$ cat src/design/vrp_pkg.sv
package vrp_pkg;
    localparam int CoordW   = 8;
    localparam int AngleW   = 8;
    localparam int PdW      = 10;
    localparam int CenterW  = 9;
    localparam int ScreenW  = 19;
    localparam int FracBits = 12;
    localparam int TrigW    = 14;   // -4096..4096
    localparam int RotW     = 10;   // rotated coordinates stay within +-222
    localparam int NumW     = 21;   // rot * pd, signed
    localparam int DenW     = 12;   // depth, 1..2268
    localparam int QuotW    = NumW;
    localparam int DivStageBits = 4;    // divider quotient bits per stage

    localparam logic [1:0] RegPd     = 2'd0;
    localparam logic [1:0] RegOffset = 2'd1;
    localparam logic [1:0] RegCx     = 2'd2;
    localparam logic [1:0] RegCy     = 2'd3;
    localparam int CfgIdxW = 8;

    localparam logic [PdW-1:0]     PdReset     = 10'd200;
    localparam logic [PdW-1:0]     OffsetReset = 10'd80;
    localparam logic [CenterW-1:0] CxReset     = 9'd160;
    localparam logic [CenterW-1:0] CyReset     = 9'd100;

    function automatic logic [12:0] quarter_sine(input logic [6:0] p);
        logic [12:0] r;
        unique case (p)
            7'd0: r = 13'd0;     7'd1: r = 13'd101;   7'd2: r = 13'd201;
            7'd3: r = 13'd301;   7'd4: r = 13'd401;   7'd5: r = 13'd501;
            7'd6: r = 13'd601;   7'd7: r = 13'd700;   7'd8: r = 13'd799;
            7'd9: r = 13'd897;   7'd10: r = 13'd995;  7'd11: r = 13'd1092;
            7'd12: r = 13'd1189; 7'd13: r = 13'd1285; 7'd14: r = 13'd1380;
            7'd15: r = 13'd1474; 7'd16: r = 13'd1567; 7'd17: r = 13'd1660;
            7'd18: r = 13'd1751; 7'd19: r = 13'd1842; 7'd20: r = 13'd1931;
            7'd21: r = 13'd2019; 7'd22: r = 13'd2106; 7'd23: r = 13'd2191;
            7'd24: r = 13'd2276; 7'd25: r = 13'd2359; 7'd26: r = 13'd2440;
            7'd27: r = 13'd2520; 7'd28: r = 13'd2598; 7'd29: r = 13'd2675;
            7'd30: r = 13'd2751; 7'd31: r = 13'd2824; 7'd32: r = 13'd2896;
            7'd33: r = 13'd2967; 7'd34: r = 13'd3035; 7'd35: r = 13'd3102;
            7'd36: r = 13'd3166; 7'd37: r = 13'd3229; 7'd38: r = 13'd3290;
            7'd39: r = 13'd3349; 7'd40: r = 13'd3406; 7'd41: r = 13'd3461;
            7'd42: r = 13'd3513; 7'd43: r = 13'd3564; 7'd44: r = 13'd3612;
            7'd45: r = 13'd3659; 7'd46: r = 13'd3703; 7'd47: r = 13'd3745;
            7'd48: r = 13'd3784; 7'd49: r = 13'd3822; 7'd50: r = 13'd3857;
            7'd51: r = 13'd3889; 7'd52: r = 13'd3920; 7'd53: r = 13'd3948;
            7'd54: r = 13'd3973; 7'd55: r = 13'd3996; 7'd56: r = 13'd4017;
            7'd57: r = 13'd4036; 7'd58: r = 13'd4052; 7'd59: r = 13'd4065;
            7'd60: r = 13'd4076; 7'd61: r = 13'd4085; 7'd62: r = 13'd4091;
            7'd63: r = 13'd4095; 7'd64: r = 13'd4096;
            default: r = 13'd0;
        endcase
        return r;
    endfunction

    function automatic logic signed [TrigW-1:0] sine_of(input logic [AngleW-1:0] a);
        logic [6:0]  pos;
        logic [12:0] mag;
        pos = {1'b0, a[5:0]};
        mag = a[6] ? quarter_sine(7'd64 - pos) : quarter_sine(pos);
        return a[7] ? -$signed({1'b0, mag}) : $signed({1'b0, mag});
    endfunction
endpackage

$ cat src/design/vrp_divide.sv
// Pipelined restoring divider, BitsPerStage quotient bits per stage.
// Magnitudes divided, sign restored at the end (truncation toward zero).
module vrp_divide #(
    parameter int BitsPerStage = vrp_pkg::DivStageBits
) (
    input  logic                               aclk,
    input  logic                               aresetn,
    input  logic                               en,
    input  logic                               in_valid,
    input  logic signed [vrp_pkg::NumW-1:0]    num_x,
    input  logic signed [vrp_pkg::NumW-1:0]    num_y,
    input  logic        [vrp_pkg::DenW-1:0]    den,
    input  logic        [vrp_pkg::CenterW-1:0] cx_in,
    input  logic        [vrp_pkg::CenterW-1:0] cy_in,
    output logic                               out_valid,
    output logic        [vrp_pkg::ScreenW-1:0] sx_out,
    output logic        [vrp_pkg::ScreenW-1:0] sy_out
);
    import vrp_pkg::*;
    localparam int MW = NumW;   // magnitude width (one spare bit)
    localparam int NS = (MW + BitsPerStage - 1) / BitsPerStage;
    localparam int TW = NS * BitsPerStage;
    localparam int RW = DenW + 1;

    logic [NS:0]          v_reg;
    logic [TW-1:0]        qx_reg [NS+1];
    logic [TW-1:0]        qy_reg [NS+1];
    logic [RW-1:0]        rx_reg [NS+1];
    logic [RW-1:0]        ry_reg [NS+1];
    logic [DenW-1:0]      d_reg  [NS+1];
    logic                 nx_reg [NS+1];
    logic                 ny_reg [NS+1];
    logic [CenterW-1:0]   cx_reg [NS+1];
    logic [CenterW-1:0]   cy_reg [NS+1];
    logic [MW-1:0]        ax, ay;
    logic signed [ScreenW-1:0] fx, fy;

    assign ax = num_x[NumW-1] ? MW'(-num_x) : MW'(num_x);
    assign ay = num_y[NumW-1] ? MW'(-num_y) : MW'(num_y);

    always_ff @(posedge aclk) begin
        if (!aresetn) begin
            v_reg <= '0;
        end else if (en) begin
            v_reg <= {v_reg[NS-1:0], in_valid};
        end
    end

    always_ff @(posedge aclk) begin
        if (en) begin
            qx_reg[0] <= TW'(ax); qy_reg[0] <= TW'(ay);
            rx_reg[0] <= '0; ry_reg[0] <= '0;
            d_reg[0] <= den;
            nx_reg[0] <= num_x[NumW-1]; ny_reg[0] <= num_y[NumW-1];
            cx_reg[0] <= cx_in; cy_reg[0] <= cy_in;
        end
    end

    for (genvar s = 0; s < NS; s++) begin : g_stage
        logic [TW-1:0] qx, qy;
        logic [RW-1:0] rx, ry;
        always_comb begin
            qx = qx_reg[s]; qy = qy_reg[s];
            rx = rx_reg[s]; ry = ry_reg[s];
            for (int b = 0; b < BitsPerStage; b++) begin
                rx = {rx[RW-2:0], qx[TW-1]};
                qx = {qx[TW-2:0], 1'b0};
                if (rx >= {1'b0, d_reg[s]}) begin
                    rx = rx - {1'b0, d_reg[s]};
                    qx[0] = 1'b1;
                end
                ry = {ry[RW-2:0], qy[TW-1]};
                qy = {qy[TW-2:0], 1'b0};
                if (ry >= {1'b0, d_reg[s]}) begin
                    ry = ry - {1'b0, d_reg[s]};
                    qy[0] = 1'b1;
                end
            end
        end
        always_ff @(posedge aclk) begin
            if (en) begin
                qx_reg[s+1] <= qx; qy_reg[s+1] <= qy;
                rx_reg[s+1] <= rx; ry_reg[s+1] <= ry;
                d_reg[s+1] <= d_reg[s];
                nx_reg[s+1] <= nx_reg[s]; ny_reg[s+1] <= ny_reg[s];
                cx_reg[s+1] <= cx_reg[s]; cy_reg[s+1] <= cy_reg[s];
            end
        end
    end

    assign fx = nx_reg[NS] ? -ScreenW'(qx_reg[NS]) : ScreenW'(qx_reg[NS]);
    assign fy = ny_reg[NS] ? -ScreenW'(qy_reg[NS]) : ScreenW'(qy_reg[NS]);
    assign sx_out = ScreenW'(fx + $signed({1'b0, cx_reg[NS]}));
    assign sy_out = ScreenW'(fy + $signed({1'b0, cy_reg[NS]}));
    assign out_valid = v_reg[NS];
endmodule

$ cat config.mk
export PLATFORM = sky130hd
export DESIGN_NAME = vrp_divide
export DESIGN_NICKNAME = d
export VERILOG_FILES = /design/src/design/vrp_pkg.sv /design/src/design/vrp_divide.sv
export SDC_FILE = /design/constraint.sdc
export NUM_CORES = 2
export LEC_CHECK = 0
export ABC_AREA = 1
export BUFFER_PORTS_ARGS = -buffer_cell sky130_fd_sc_hd__buf_2
export CAP_MARGIN = 15
export CORE_ASPECT_RATIO = 0.75
export CORE_MARGIN = 2
export CORE_UTILIZATION = 55
export CTS_BUF_LIST = sky130_fd_sc_hd__clkbuf_4
export CTS_CLUSTER_SIZE = 10
export DETAILED_ROUTE_END_ITERATION = 6
export HOLD_SLACK_MARGIN = 0.12
export PLACE_DENSITY = 0.74
export SYNTH_ARGS = -nofsm -noshare
export SYNTH_HDL_FRONTEND = slang
export SYNTH_SLANG_ARGS = --single-unit
$ cat constraint.sdc
create_clock -name aclk -period 6.8 [get_ports aclk]
set_input_delay 0.68 -clock aclk [delete_from_list [all_inputs] [get_ports aclk]]
set_output_delay 0.68 -clock aclk [all_outputs]
set_load 0.02 [all_outputs]
# After elaboration in Yosys (flattened, before gate mapping)
# Memory sizes are Yosys's and may differ from the RTL's.
# Index checks and enable logic that the tools add are counted.
dict set report classes {
  muxes 102
  order_cmp 48
  add_sub_neg 54
}
# cell count
set ops {}
lappend ops {{$ge A13 B12 Y1} 48}
lappend ops {{$mux W12} 36}
lappend ops {{$sub A12 B12 Y12} 36}
lappend ops {{$mux W13} 12}
lappend ops {{$sub A13 B12 Y13} 12}
lappend ops {{$mux W1} 50}
lappend ops {{$mux W21} 2}
lappend ops {{$neg A21 Y21} 2}
lappend ops {{$add A19 B10 Y19} 2}
lappend ops {{$mux W19} 2}
lappend ops {{$neg A19 Y19} 2}
dict set report totals {
  wordCells 214
  memories 9
  mem_bits_rw 742
  regBits 7
  output_inout_bits 39
}
# name depth word_bits read_ports rd_ports_with_merged_regs wr line_no
set memory_table {}
lappend memory_table {qx_reg 7 24 7 0 7 vrp_divide.sv:26} ;# logic [TW-1:0] qx_reg [NS+1];
lappend memory_table {qy_reg 7 24 7 0 7 vrp_divide.sv:27} ;# logic [TW-1:0] qy_reg [NS+1];
lappend memory_table {rx_reg 7 13 6 0 7 vrp_divide.sv:28} ;# logic [RW-1:0] rx_reg [NS+1];
lappend memory_table {ry_reg 7 13 6 0 7 vrp_divide.sv:29} ;# logic [RW-1:0] ry_reg [NS+1];
lappend memory_table {d_reg 7 12 6 0 7 vrp_divide.sv:30} ;# logic [DenW-1:0] d_reg [NS+1];
lappend memory_table {cx_reg 7 9 7 0 7 vrp_divide.sv:33} ;# logic [CenterW-1:0] cx_reg [NS+1];
lappend memory_table {{+3 memories} - - - - - -}

# Logic depth before layout (Yosys ltp)
# An unclocked memory read counts as a cell.
dict set report logic_depth {
  depth_word 9
  mapped_depth 53
}

# Worst setup path after synthesis
# Ideal clock, no wire load.
dict set report synth_path {
  kind {flip-flop to flip-flop}
  start {memory d_reg[3][1]}
  end {memory rx_reg[4][0] (netlist bit) (data pin)}
  synth_period_minus_slack_ns 7.201
  t_arrival_ns 7.069
  path_slack_ns -0.401
  stages_incl_launch_ff 46
  setup_ns 0.131
  path_cell_list {edfxtp_1 -> inv_1 -> ha_1 -> nand2_2 -> o21ai_2 -> nand2_2 -> nand2_2 -> nand2_2 -> nand3_4 -> buf_6 -> o21ai_0 -> inv_1 -> ha_1 -> nand3b_1 -> nand3_1 -> nand3_1 -> nand4_1 -> nand2_1 -> (+10 left out) -> nand3_1 -> o2111ai_1 -> nand2_1 -> nand4_1 -> buf_4 -> nand2_1 -> nand2_1 -> ha_1 -> a21oi_1 -> o21ai_1 -> a21oi_1 -> o21ai_1 -> a21oi_1 -> o21ai_1 -> a211oi_2 -> clkbuf_1 -> nand3_1 -> nand2_1}
}
# element line_no
set synth_lines {}
lappend synth_lines {{start: declaration} vrp_divide.sv:30}
lappend synth_lines {{end: declaration} vrp_divide.sv:28}

==> impl_summary.log <==
INFO  metric worst_hold_path.num_cells = 2
INFO  metric timing_worst_setup_path_type = reg -> reg
INFO  metric boundaryPins = 115
INFO  metric netlist_instances = 6,453
INFO  metric global_route.usage.total = 0.363
INFO  metric starting_density = 0.556
INFO  metric dominantRegCellSynth = sky130_fd_sc_hd__edfxtp_1
INFO  metric worst_setup_path_end_kind = register
INFO  metric reg2reg_to = ry_reg[5][0]
INFO  metric failed_checks = DRC, setup timing
INFO  metric timing.final.setup_violations = 104
INFO  metric result_of_the_run = finished with violations
INFO  metric synth_area_leaders = sky130_fd_sc_hd__edfxtp_1 (35%), sky130_fd_sc_hd__ha_1 (13%), sky130_fd_sc_hd__nand2_1 (12%), sky130_fd_sc_hd__inv_1 (5.9%), sky130_fd_sc_hd__xor2_1 (5.0%)
INFO  metric required = 7.62 ns
INFO  metric netlist.area_leader.share = 0.348
INFO  metric i_o_buffers = 114
INFO  metric min_to = d_reg[0][2]
INFO  metric layout.nets = 9,185
INFO  metric grt_first_pass_wirelength = 279,000 µm
INFO  metric buffer_cell_driving_the_clock_tree_root = sky130_fd_sc_hd__clkbuf_4
INFO  metric clk_path_buf_depth = 3
INFO  metric worst_slew_margin_relative_to_its_limit = 0.0434
INFO  metric avgViaCountPerCell = 6.07
INFO  metric hpwlAfterDp = 136,000 µm
INFO  metric ys_seq_elements = 611
INFO  metric critical-path-top-delay-family = simple AND/OR/NAND/NOR gates
INFO  metric syn_area = 52,100 µm²
INFO  metric dieHeight = 270 µm
INFO  metric globalplace.congestion = 1.02
INFO  metric synth_seq_area_share = 0.351
INFO  metric post-route-min-period = 7.61 ns
INFO  metric flow.area_growth_from_synthesis = 52.2%
INFO  metric synth.lib_cells_used.distinct = 67
INFO  metric syn_area_per_cell = 8.07 µm²
INFO  metric vias = 59,946
INFO  metric antenna_violations_before_repair = 11
INFO  metric worst_hold_startpoint = den[2]
INFO  metric setup_slack = -0.814 ns
INFO  metric grt_setup_unrepaired = yes
INFO  metric pin_count_of_the_biggest_net_entering_global_routing = 146
INFO  metric critical_path_max_stage_delay = 0.56 ns
INFO  metric die_x = 359 µm
INFO  metric clock.fmax = 131 MHz
INFO  metric r2r_setup_slack = -0.81 ns
INFO  metric r2r_cells = 45
INFO  metric final.period_utilization = 1.12
INFO  metric clock-skew-final = 0.0978 ns
INFO  metric cts_tree = done
INFO  metric transition_time_at_the_pin_with_the_least_slew_margin = 1.42 ns
INFO  metric finalHoldViolations = 0
INFO  metric detail_route.wirelength = 222,000 µm
INFO  metric placementRows = 97
INFO  metric clock_latency = 1.18 ns
INFO  metric final-max-slew-violation-count = 0
INFO  metric first_global_vias = 51,413
INFO  metric cap_viol_max_count = 0
INFO  metric cp_data_arrival_time = 8.44 ns
INFO  metric grt_overflow = 0
INFO  metric cts-htree-levels = 4
INFO  metric drive_gt1_frac = 0.429
INFO  metric die_area = 97,200 µm²
INFO  metric synth_enable_flop_cells = 604
INFO  metric detailedRoute.firstPassIterationCount = 7
INFO  metric wl_per_cell = 22.5 µm
INFO  metric rr_startpoint = d_reg[4][3]
INFO  metric crit_path_start_kind = register
INFO  metric critPathMaxFanout = 7
INFO  metric yosys.area.top_type = sky130_fd_sc_hd__edfxtp_1
INFO  metric synth.cells.most_frequent = sky130_fd_sc_hd__nand2_1 (1,626), sky130_fd_sc_hd__inv_1 (822), sky130_fd_sc_hd__edfxtp_1 (604)
INFO  metric type_of_the_tightest_min_delay_check = in -> reg
INFO  metric fillers = 4,690
INFO  metric core = 93,600 µm²
INFO  metric yosys.cell_count.top_type = sky130_fd_sc_hd__nand2_1
INFO  metric yosys_warnings = 0
INFO  metric ant_nets = 0
INFO  metric stdcell_area = 79,200 µm²
INFO  metric clkTransAtPathRegs = 0.08 ns
INFO  metric cp_num_buf_inv = 9
INFO  metric drt_iter0_markers = 8,581
INFO  metric dpl-instance-area = 65,300 µm²
INFO  metric drc_errors = 80
INFO  metric crit_path_top_delay_cell = sky130_fd_sc_hd__o21ai_0
INFO  metric clk_sinks = 611
INFO  metric cts_inserted_buffers = 155
INFO  metric mappedNetlistNets = 7,109
INFO  metric most_used_cell_cp = sky130_fd_sc_hd__nand2_1
INFO  metric synth_async_sr_flop_share = 0
## placed cells by master, fill, tap and decap left out, types with 33 or more instances in the layout
cell type                          n
sky130_fd_sc_hd__a21oi_4          41
sky130_fd_sc_hd__nor2_1          337
sky130_fd_sc_hd__dlygate4sd3_1    92
sky130_fd_sc_hd__edfxtp_1        604
sky130_fd_sc_hd__inv_2           130
sky130_fd_sc_hd__nand3_2         110
sky130_fd_sc_hd__a21o_1           44
sky130_fd_sc_hd__o21ai_0         127
sky130_fd_sc_hd__nand2_2         297
sky130_fd_sc_hd__xor2_1          293
sky130_fd_sc_hd__a21oi_2         125
sky130_fd_sc_hd__ha_1            254
sky130_fd_sc_hd__buf_2           116
sky130_fd_sc_hd__clkbuf_4        198
sky130_fd_sc_hd__nand4_1          96
sky130_fd_sc_hd__o21ai_2         119
sky130_fd_sc_hd__inv_1           686
sky130_fd_sc_hd__or2_2            36
sky130_fd_sc_hd__a21oi_1         266
sky130_fd_sc_hd__nor3_2           36
sky130_fd_sc_hd__nor2_2           49
sky130_fd_sc_hd__o21ai_4          37
sky130_fd_sc_hd__nor3_1           39
sky130_fd_sc_hd__o21ai_1          61
sky130_fd_sc_hd__nand2_4          67
sky130_fd_sc_hd__xnor2_1         134
sky130_fd_sc_hd__buf_6           113
sky130_fd_sc_hd__nand3_1         403
sky130_fd_sc_hd__ha_4            270
sky130_fd_sc_hd__clkinv_1         33
sky130_fd_sc_hd__buf_4          1627
sky130_fd_sc_hd__nand2_1        1289
## metrics by stage
step                      utilization  setup TNS [ns]  cells  setup WS (ns)  hold slack (ns)
final                           0.847          -39.44   9878         -0.814            0.266
after global placement          0.698          -14.68   9132         -0.676            0.400
after CTS                       0.751         -0.0145   9597        -0.0107            0.147
after global routing            0.847          -61.25   9875          -1.04            0.190
after detailed placement        0.698          -32.78   9132         -0.646            0.405
after floorplan                     -          -0.361   6453        -0.0757            0.400
## timing repair
action	4_1_cts	5_1_grt
gates resized for setup	310	1436
setup endpoints to repair	106	130
hold buffers	92	0
pin swaps	77	564
gates cloned	15	17
endpoints found under the hold margin	161	0
setup buffers	97	265
## worst reg2reg max path: cells and delay by family, from the launching register on
family                     cells  cell delay, ns
buffers and inverters          9            1.15
AOI/OAI and AO/OA              9            1.91
DFF                            1            0.50
adders and majority gates      4            1.25
and+or+nand+nor               23            2.50
## how the worst max path moves through the flow
stage,to,cells past startpoint,slack (ns),startpoint
final,ry_reg[5][0],45,-0.81,d_reg[4][3]
after global routing,ry_reg[5][0],46,-1.04,d_reg[4][11]
after CTS,qx_reg[6][0],42,-0.01,d_reg[5][8]
after detailed placement,qx_reg[6][0],40,-0.65,rx_reg[5][1]
after global placement,qx_reg[6][0],38,-0.68,rx_reg[5][5]
after floorplan,rx_reg[2][9],45,-0.08,d_reg[1][1]
## final cells by class
cell class,instances,area [µm²],share of cell area
multi-input combinational,4915,38200,0.482
sequential,611,18300,0.231
timing repair buffer,1998,16000,0.202
inverter,844,3280,0.0414
tap,1237,1550,0.0195
clock buffer,198,1490,0.0188
clock inverter,63,410,0.00518
timing repair inverter,4,23.8,0.000300
antenna,8,20.0,0.000253
## logic make-up (layout without fill, tap and decap cells)
family                   Yosys count  count (layout)  synth area share
AO/OA/AOI/OAI                    990             990             0.110
XOR/XNOR                         437             437            0.0735
adder cells (fa/ha/maj)          580             580             0.145
buffers and inverters            939            3107            0.0745
flip-flops                       611             611             0.351
other                              0               8                 0
AND/OR/NAND/NOR                 2896            2908             0.245
## layer usage
layer | vias up | global-route usage | share of wire
li1 | 26134 | - | -
met1 | 27814 | 0.522 | 0.37
met2 | 4611 | 0.536 | 0.43
met3 | 1379 | 0.0766 | 0.13
met4 | 8 | 0.136 | 0.070
met5 | - | 0 | 0.00026
Power is left out: the tool's default activity adds up to more than one toggle a clock period on the data nets, which glitch-free logic cannot reach.
